`src/rtl/qstm_pkg.sv`:
```
`default_nettype none
package qstm_pkg;

  localparam int unsigned QuatW  = 16;
  localparam int unsigned ScaleW = 16;
  localparam int unsigned TransW = 32;
  localparam int unsigned OutW   = 32;

  // Product of two quaternion components.
  localparam int unsigned ProdW = 2 * QuatW;
  // A bracketed term in Q.28 spans roughly plus or minus 2^32.
  localparam int unsigned TermW = ProdW + 2;
  // Term times scale, in Q.36.
  localparam int unsigned MulW = TermW + ScaleW;
  localparam int unsigned FracShift = 20;
  localparam int unsigned RndW = MulW - FracShift;

  localparam logic signed [TermW-1:0] TermOne = TermW'(64'sd1 <<< 28);
  localparam logic signed [MulW-1:0]  RndHalf = MulW'(64'sd1 <<< (FracShift - 1));

  localparam logic signed [OutW-1:0] OutMax = {1'b0, {(OutW-1){1'b1}}};
  localparam logic signed [OutW-1:0] OutMin = {1'b1, {(OutW-1){1'b0}}};

endpackage
`default_nettype wire

```
`src/rtl/qstm_entry.sv`:
```
`default_nettype none
module qstm_entry
  import qstm_pkg::*;
(
  input  wire logic                     clk_i,
  input  wire logic                     rst_ni,
  input  wire logic                     valid_i,
  input  wire logic signed [TermW-1:0]  term_i,
  input  wire logic signed [ScaleW-1:0] scale_i,
  output logic                          valid_o,
  output logic signed [OutW-1:0]        result_o
);

  logic                   mul_vld_q;
  logic signed [MulW-1:0] mul_d, mul_q;
  logic signed [MulW-1:0] rnd_sum;
  logic signed [RndW-1:0] rnd_val;
  logic signed [OutW-1:0] res_d, res_q;
  logic                   res_vld_q;

  assign mul_d = MulW'(term_i) * MulW'(scale_i);

  always_ff @(posedge clk_i or negedge rst_ni) begin
    if (!rst_ni) begin
      mul_vld_q <= 1'b0;
      res_vld_q <= 1'b0;
    end else begin
      mul_vld_q <= valid_i;
      res_vld_q <= mul_vld_q;
    end
  end

  always_ff @(posedge clk_i) begin
    mul_q <= mul_d;
    res_q <= res_d;
  end

  // Round half up, then take the floor of the division by 2^20.
  assign rnd_sum = mul_q + RndHalf;
  assign rnd_val = rnd_sum[MulW-1:FracShift];

  always_comb begin
    if (RndW > OutW) begin
      if (rnd_val > RndW'(OutMax)) begin
        res_d = OutMax;
      end else if (rnd_val < RndW'(OutMin)) begin
        res_d = OutMin;
      end else begin
        res_d = OutW'(rnd_val);
      end
    end else begin
      res_d = OutW'(rnd_val);
    end
  end

  assign valid_o  = res_vld_q;
  assign result_o = res_q;

endmodule
`default_nettype wire

```
`config.mk`:
```
export PLATFORM = sky130hd
export DESIGN_NAME = qstm_entry
export DESIGN_NICKNAME = d
export VERILOG_FILES = /design/src/rtl/qstm_pkg.sv /design/src/rtl/qstm_entry.sv
export SDC_FILE = /design/constraint.sdc
export NUM_CORES = 1
export LEC_CHECK = 0
export ABC_AREA = 1
export BUFFER_PORTS_ARGS = -buffer_cell sky130_fd_sc_hd__buf_2
export CAP_MARGIN = 10
export CORE_UTILIZATION = 37
export DETAILED_ROUTE_END_ITERATION = 8
export RECOVER_POWER = 50
export SYNTH_ARGS = -nofsm -noshare
export SYNTH_HDL_FRONTEND = slang
export SYNTH_SLANG_ARGS = --single-unit
```
`constraint.sdc`:
```
create_clock -name clk_i -period 2.7 [get_ports clk_i]
set_input_delay 0.54 -clock clk_i [delete_from_list [all_inputs] [get_ports clk_i]]
set_output_delay 0.54 -clock clk_i [all_outputs]
set_load 0.005 [all_outputs]
```
## Yosys cells after proc, flatten, opt, wreduce, memory -nomap -nowiden

Index checks and enable logic that the tools add are counted.

| cells by class | value |
|---|---|
| add/sub/neg operators | 1 |
| multiply operators | 1 |

Operators by type and width:

| operator | count |
|---|---|
| 50-bit by 21-bit adder with 50-bit output, second input constant | 1 |
| 34-bit by 16-bit multiplier with 50-bit output | 1 |

| word-level totals | value |
|---|---|
| register bits | 82 |
| input port bits | 53 |
| output and inout bits | 33 |
| logic and storage cells | 6 |

## Logic depth before layout (Yosys ltp)

Gate-level depths: netlist of the first run.

| depth | value |
|---|---|
| word-level depth | 1 |
| depth in mapped cells | 27 |
| mapped depth without buffers | 25 |

## Worst setup path before layout of the first run

OpenSTA, ideal clock, no wires.

| timing | value |
|---|---|
| kind | input-to-reg |
| start point | input scale_i[4] |
| end point | register mul_q[47] |
| setup time | 112 ps |
| arrival time | 5,709 ps |
| data required time | 2,588 ps |
| slack | -3,121 ps |
| stages | 22 |
| buffers on the path | 2 |
| cells stage by stage | clkbuf_1 -> clkbuf_1 -> nand2_1 -> fa_1 -> inv_1 -> fa_1 -> inv_1 -> fa_1 -> inv_1 -> fa_1 -> inv_1 -> fa_1 -> inv_1 -> fa_1 -> ha_1 -> nand2_1 -> nor2_1 -> nand2_1 -> nor4_1 -> nand2_1 -> nand3_1 -> nand2_1 |

| on the way | value |
|---|---|
| longest elaborated chain between the ends | 1 |

RTL lines:

| item | line | source |
|---|---|---|
| from (decl) | qstm_entry.sv:9 | `input wire logic signed [ScaleW-1:0] scale_i,` |
| 34-bit by 16-bit multiplier with 50-bit output | qstm_entry.sv:21 | `assign mul_d = MulW'(term_i) * MulW'(scale_i);` |
| via mul_d[47] | qstm_entry.sv:15 | `logic signed [MulW-1:0] mul_d, mul_q;` |
| to (signal assigned) | qstm_entry.sv:34 | `mul_q <= mul_d;` |
| to (decl) | qstm_entry.sv:15 |  |

The timed path passes the listed nets, and every way through them passes these cells.

## Worst setup path after layout of the first run

| timing | value |
|---|---|
| start point | input scale_i[4] |
| end point | register mul_q[41] |

The elaborated chain is that of the path after synthesis.

==> flow_metrics.env, run 1 <==
export IMPL_status="finished, violations left"
export IMPL_violations="DRC, setup timing"
export IMPL_rr_startpoint="mul_q[20]"
export IMPL_cpMostUsedCell="fa_1"
export IMPL_start_util_pct=37.7
export IMPL_fin_skew_ns=0.0110
export IMPL_h_tree_depth=3
export IMPL_syn_nets=3677
export IMPL_routed_wl_mm=64.6
export IMPL_clock_latency_ns=0.33
export IMPL_ant_nets=0
export IMPL_port_buffers=85
export IMPL_cts_sinks=63
export IMPL_dieHeight_um=248
export IMPL_final_common_cell="inv_1"
export IMPL_synth_edf_count=0
export IMPL_regArea_um2=1270
export IMPL_hp_class="in -> reg"
export IMPL_fillCellCount=5711
export IMPL_critical_path_buf_inv_count=8
export IMPL_rows=89
export IMPL_finish_instance_area_um2=28900
export IMPL_drive_gt1_share_pct=26.7
export IMPL_nNetsFinal=3937
export IMPL_vias_per_cell=4.62
export IMPL_drcViolationCount=6
export IMPL_coreArea_um2=59400
export IMPL_worst_pin_slew_ns=0.554
export IMPL_final_setup_worst_slack_ns=-2.60
export IMPL_drt_first_pass_iters=7
export IMPL_period_share_pct=196
export IMPL_hold_viol=0
export IMPL_cts_max_path_buffers=2
export IMPL_cp_cell_sequence="buf_8 -> buf_12 -> buf_12 -> nand2_4 -> inv_2 -> fa_1 -> inv_2 -> fa_1 -> fa_1 -> inv_2 -> fa_1 -> fa_1 -> inv_1 -> fa_1 -> inv_2 -> ha_4 -> nand2_4 -> nor2_4 -> nand2_4 -> nor3_4 -> nand3_2 -> nand4_1 -> nand2_2"
export IMPL_cp_slowest_cell="fa_1"
export IMPL_start_kind="input pin"
export IMPL_hold_start="valid_i"
export IMPL_synth_async_reset_ratio_pct=3.17
export IMPL_startpoint="scale_i[4]"
export IMPL_multi_input_area_um2=19200
export IMPL_antenna_found_initial=2
export IMPL_cts_clk_slew_worst_paths_ns=0.05
export IMPL_hpwl_mm=50.8
export IMPL_routedWlPerCell_um=16.0
export IMPL_fin_crit_ns=5.30
export IMPL_required_ns=2.91
export IMPL_crit_path_end_kind="register"
export IMPL_synth_area_um2=22400
export IMPL_layout_common_cells="852 x inv_1, 673 x nand2_1, 470 x fa_1"
export IMPL_vias=18630
export IMPL_ys_flop_type="dfxtp_1"
export IMPL_maxSlewHeadroom_pct=63.1
export IMPL_drv_slew=0
export IMPL_critPathMaxStageDelay_ns=0.55
export IMPL_die_x_um=248
export IMPL_syn_instance_count=2995
export IMPL_post_dp_cell_area_um2=26400
export IMPL_critPathKind="in -> reg"
export IMPL_path_delay_family="adder cells"
export IMPL_cap_violations=0
export IMPL_setup_viol=31
export IMPL_area_growth_pct=29.2
export IMPL_grt_max_degree=34
export IMPL_io_pins=86
export IMPL_finish_utilization_pct=48.6
export IMPL_fin_hold_ws_ns=0.325
export IMPL_cp_arrival_ns=5.51
export IMPL_dieArea_um2=61400
export IMPL_root_buffer="clkbuf_16"
export IMPL_drt_iter0_drc=1123
export IMPL_rsz0062_at_grt="true"
export IMPL_cts_buffers=9
export IMPL_ys_seq_area_share_pct=5.69
export IMPL_track_usage_pct=21.3
export IMPL_synth_seq_cells=63
export IMPL_fmax_ghz=0.189
export IMPL_grt_pass1_wl_mm=103
export IMPL_yosysWarnings=0
export IMPL_gp_congestion=0.934
export IMPL_cts_tree="done"
export IMPL_synth_distinct_cells=34
export IMPL_path_max_fanout=7
export IMPL_postSynthAreaPerCell_um2=7.46
export IMPL_grt_pass1_vias=19854
export IMPL_grt_overflow=0
[Yosys cell counts, types with 2 or more instances]
library cell / count / area, um^2
a21o_1: 6 / 45.0
a21oi_1: 65 / 325
and2_1: 5 / 31.3
buf_2: 2 / 10.0
buf_4: 2 / 15.0
clkbuf_1: 120 / 450
dfrtp_1: 2 / 50.1
dfxtp_1: 61 / 1220
fa_1: 513 / 10300
ha_1: 116 / 1450
inv_1: 949 / 3560
nand2_1: 829 / 3110
nand2_2: 4 / 25.0
nand2_4: 2 / 22.5
nand3_1: 45 / 225
nand3_2: 3 / 30.0
nand4_1: 22 / 138
nor2_1: 121 / 454
nor2_2: 2 / 12.5
nor2_4: 4 / 45.0
nor3_1: 16 / 80.1
nor3_4: 2 / 32.5
nor4_1: 3 / 18.8
o21ai_0: 36 / 180
o21bai_1: 4 / 30.0
or2_2: 6 / 37.5
xnor2_1: 22 / 193
xor2_1: 27 / 236
[sequential cells by signal (all words and copies together) (netlist names)]
name and cells:
result_o 30, mul_vld_q 1, valid_o 1, mul_q 31
[layer usage]
layer / track usage, % / vias to the layer above / wire length, um
li1: - / 8831 / -
met1: 27.6 / 9206 / 27200
met5: 0 / - / 39
met2: 38.2 / 469 / 31500
met4: 5.83 / 6 / 2310
met3: 1.62 / 118 / 3550
[worst paths after layout]
path,end,slack [ns],cells after the start
min in group asynchronous,valid_o,0.54,2
worst max-delay path,mul_q[41],-2.60,23
worst min-delay path,mul_vld_q,0.33,1
worst min register to register,valid_o,0.38,0
max in group asynchronous,mul_vld_q,2.03,2
worst max register to register,result_o[25],0.64,8
[logic make-up (layout without fill, tap and decap cells)]
group	Yosys count	count (layout)	share of synthesized area, %
fa+ha+maj	629	629	52.4
buf+inv	1074	1339	18.1
simple gates	1067	1067	19.2
other cells	0	1	0
flops	63	63	5.69
compound gates	113	113	2.68
xor+xnor	49	49	1.92
[worst reg2reg max path: cells and delay by family, from the launching register on]
kind | cells | cell delay (ns)
adders and majority gates | 1 | 0.19
and+or+nand+nor | 6 | 1.22
xor gates and xnor gates | 1 | 0.21
DFF | 1 | 0.35
[cell type report]
cell class	count	area share, %
Sequential cell	63	4.40
Inverter	949	12.4
Timing Repair Buffer	374	12.4
Tap cell	773	3.35
Clock inverter	6	0.212
Clock buffer	10	0.793
Antenna cell	1	0.00867
Multi-Input combinational cell	1858	66.5
[through the flow]
| step | worst slack, ns | TNS (ns) | instances |
|---|---|---|---|
| after floorplan | -2.55 | -75.37 | 2995 |
| after global placement | -3.26 | -95.80 | 3969 |
| after detailed placement | -3.24 | -96.47 | 3969 |
| after CTS | -2.60 | -78.39 | 4007 |
| after global routing | -2.77 | -83.22 | 4033 |
| final | -2.60 | -77.91 | 4034 |
[repair_timing]
action / 4_1_cts / 5_1_grt
endpoints found under the hold margin: 2 / 0
cloned: 10 / 8
pin swaps: 42 / 172
setup buffers: 12 / 19
gates resized for setup: 185 / 301
setup endpoints to repair: 31 / 31
hold buffers: 1 / 0
Power of run 1 is left out: the tool's default activity adds up to more than one toggle a clock period on the data nets, which glitch-free logic cannot reach.
==> run 2: changes to the inputs <==
- ABC_AREA: 1 -> 0
==> run 2 against run 1 <==
Compared with the run above:
- critical path depth down 2
- register-to-register slack worse by 0.17 ns
- routed wire length down 11%
- design area down 9.9%
- non-clock buffer count up 41
- the run ends with setup timing left
- die area down 9.2%
- clock skew down 0.0044 ns
- global-route usage about the same
- synthesized cell count down 25%
- worst setup slack worse by 0.67 ns
- flip-flop and latch count unchanged
==> flow_metrics.env, run 2 <==
export IMPL_start_util_pct=37.6
export IMPL_synth_async_reset_ratio_pct=3.17
export IMPL_path_delay_family="adder cells"
export IMPL_critPathMaxStageDelay_ns=0.52
export IMPL_antenna_found_initial=1
export IMPL_violations="setup timing"
export IMPL_status="finished, violations left"
export IMPL_syn_nets=2928
export IMPL_cp_cell_sequence="buf_12 -> buf_4 -> and2_4 -> fa_1 -> fa_1 -> fa_1 -> fa_1 -> fa_1 -> inv_1 -> fa_1 -> inv_2 -> ha_4 -> and4_1 -> and4_1 -> o211ai_1 -> a31oi_4 -> buf_12 -> o21ai_4 -> nand4_4 -> nand4_1 -> or3b_1"
export IMPL_grt_pass1_wl_mm=93.2
export IMPL_vias_per_cell=4.82
export IMPL_cp_slowest_cell="fa_1"
export IMPL_yosysWarnings=0
export IMPL_final_common_cell="inv_1"
export IMPL_rsz0062_at_grt="true"
export IMPL_required_ns=2.89
export IMPL_hpwl_mm=47.2
export IMPL_start_kind="input pin"
export IMPL_fin_skew_ns=0.00660
export IMPL_diodes=0
export IMPL_path_max_fanout=10
export IMPL_synth_top_cell_area_share_pct=50.6
export IMPL_ys_seq_area_share_pct=6.27
export IMPL_path_depth=21
export IMPL_grt_max_degree=20
export IMPL_startpoint="term_i[6]"
export IMPL_h_tree_depth=3
export IMPL_root_buffer="clkbuf_16"
export IMPL_maxSlewHeadroom_pct=65.0
export IMPL_postSynthAreaPerCell_um2=9.03
export IMPL_nNetsFinal=3262
export IMPL_hp_class="in -> reg"
export IMPL_die_x_um=236
export IMPL_routedWlPerCell_um=17.4
export IMPL_area_growth_pct=28.2
export IMPL_routed_wl_mm=57.2
export IMPL_cts_buffers=9
export IMPL_setup_viol=31
export IMPL_final_setup_worst_slack_ns=-3.27
export IMPL_largest_reg_flops=31
export IMPL_ys_top_cells_by_count="598 x inv_1, 513 x fa_1, 332 x nand2_1"
export IMPL_ys_top_cells_by_area="fa_1 51%, inv_1 11%, ha_1 7.2%"
export IMPL_hold_viol=0
export IMPL_synth_distinct_cells=57
export IMPL_fin_crit_ns=5.97
export IMPL_synth_top_cell_by_area="fa_1"
export IMPL_synth_seq_cells=63
export IMPL_worst_r2r_cell_count=8
export IMPL_hold_start="valid_i"
export IMPL_dieHeight_um=236
export IMPL_drv_slew=0
export IMPL_drt_iter0_drc=793
export IMPL_ys_flop_type="dfxtp_1"
export IMPL_drive_gt1_share_pct=24.8
export IMPL_io_pins=86
export IMPL_synth_area_um2=20300
export IMPL_cpMostUsedCell="fa_1"
export IMPL_rows=85
export IMPL_period_share_pct=221
export IMPL_vias=15822
export IMPL_layout_common_cells="564 x inv_1, 466 x fa_1, 314 x nand2_1"
export IMPL_grt_pass1_vias=18193
export IMPL_clock_latency_ns=0.32
export IMPL_whs_path_depth=1
export IMPL_finish_utilization_pct=48.1
export IMPL_critPathKind="in -> reg"
export IMPL_cts_sinks=63
export IMPL_crit_path_end_kind="register"
export IMPL_cp_arrival_ns=6.16
export IMPL_cts_tree="done"
export IMPL_synth_edf_count=0
export IMPL_port_buffers=85
export IMPL_cts_max_path_buffers=2
export IMPL_track_usage_pct=21.3
export IMPL_grt_overflow=0
export IMPL_gp_congestion=0.905
export IMPL_dieArea_um2=55800
export IMPL_drt_first_pass_iters=6
export IMPL_synth_most_common_cell="inv_1"
export IMPL_coreArea_um2=54000
export IMPL_drcViolationCount=0
export IMPL_critical_path_buf_inv_count=5
export IMPL_syn_instance_count=2246
export IMPL_cts_clk_slew_worst_paths_ns=0.05
export IMPL_cap_violations=0
export IMPL_top_register="mul_q"
export IMPL_fmax_ghz=0.167
export IMPL_ant_nets=0
export IMPL_rr_startpoint="mul_q[21]"
export IMPL_worst_pin_slew_ns=0.524
-- run 2: cell types whose count changed in the layout (fill, tap and decap cells not counted), moves of 21 or more --
cell	previous run	this run
nand2_4	55	6
inv_2	88	34
and2_1	1	188
nand2_2	105	12
nor2_4	38	2
nor2_1	73	45
buf_4	227	267
inv_1	852	564
and2_4	4	25
nand2_1	673	314
-- run 2: layout make-up --
class / count / area, um^2
clock buffers: 10 / 239
clock inverters: 5 / 58.8
fillers: 5082 / 28000
inverters: 598 / 2240
multi-input cells: 1493 / 17400
flip-flops and latches: 63 / 1270
well taps: 696 / 871
repair buffers: 415 / 3920
-- run 2: worst reg2reg max path, delay by kind of cell (launching register included) --
kind	cells	cell delay, ns
buf+inv	1	0.17
simple gates	6	1.40
flops	1	0.38
xor+xnor	1	0.15
-- run 2: cell families (layout without fill, tap and decap cells) --
| logic type | Yosys count | after routing | share of synthesized area [%] |
|---|---|---|---|
| xor gates and xnor gates | 66 | 66 | 2.85 |
| DFF | 63 | 63 | 6.27 |
| adders and majority gates | 629 | 629 | 57.8 |
| muxes | 2 | 2 | 0.0987 |
| AOI/OAI and AO/OA | 113 | 113 | 3.89 |
| and+or+nand+nor | 683 | 683 | 16.3 |
| buffers and inverters | 690 | 1028 | 12.8 |
-- run 2: path summary, 6_finish.rpt --
check	endpoint	slack, ns
setup / recovery	mul_q[46]	-3.27
hold / removal	mul_vld_q	0.33
setup reg to reg	result_o[21]	0.47
hold reg to reg	valid_o	0.36
max in group asynchronous	mul_vld_q	2.04
min in group asynchronous	valid_o	0.54
-- run 2: what timing repair did --
item	in CTS	in global routing
buffers inserted	30	21
hold endpoints to repair	2	0
hold buffers	1	0
setup endpoints to repair	31	31
cloned	5	5
gates resized for setup	202	169
pin swaps	102	140
-- run 2: metal layers --
layer / part of all wire (%) / vias to the layer above / GRT usage, %
met2: 52 / 406 / 38.8
met1: 41 / 8213 / 26.9
li1: - / 7120 / -
met4: 2.5 / 0 / 4.41
met5: 0 / - / 0
met3: 5.0 / 83 / 2.79
-- run 2: through the flow --
step	std cells	setup TNS, ns	area [um^2]	hold slack (ns)	setup slack [ns]
5_1_grt	3280	-98.26	26000	0.315	-3.40
2_1_floorplan	2246	-90.71	20800	0.244	-3.19
6_report	3280	-94.28	26000	0.329	-3.27
3_5_place_dp	3216	-117.15	23700	0.327	-3.99
3_3_place_gp	3216	-115.16	23700	0.325	-3.91
4_1_cts	3258	-94.06	25100	0.317	-3.23
Power of run 2 is left out for the same reason.
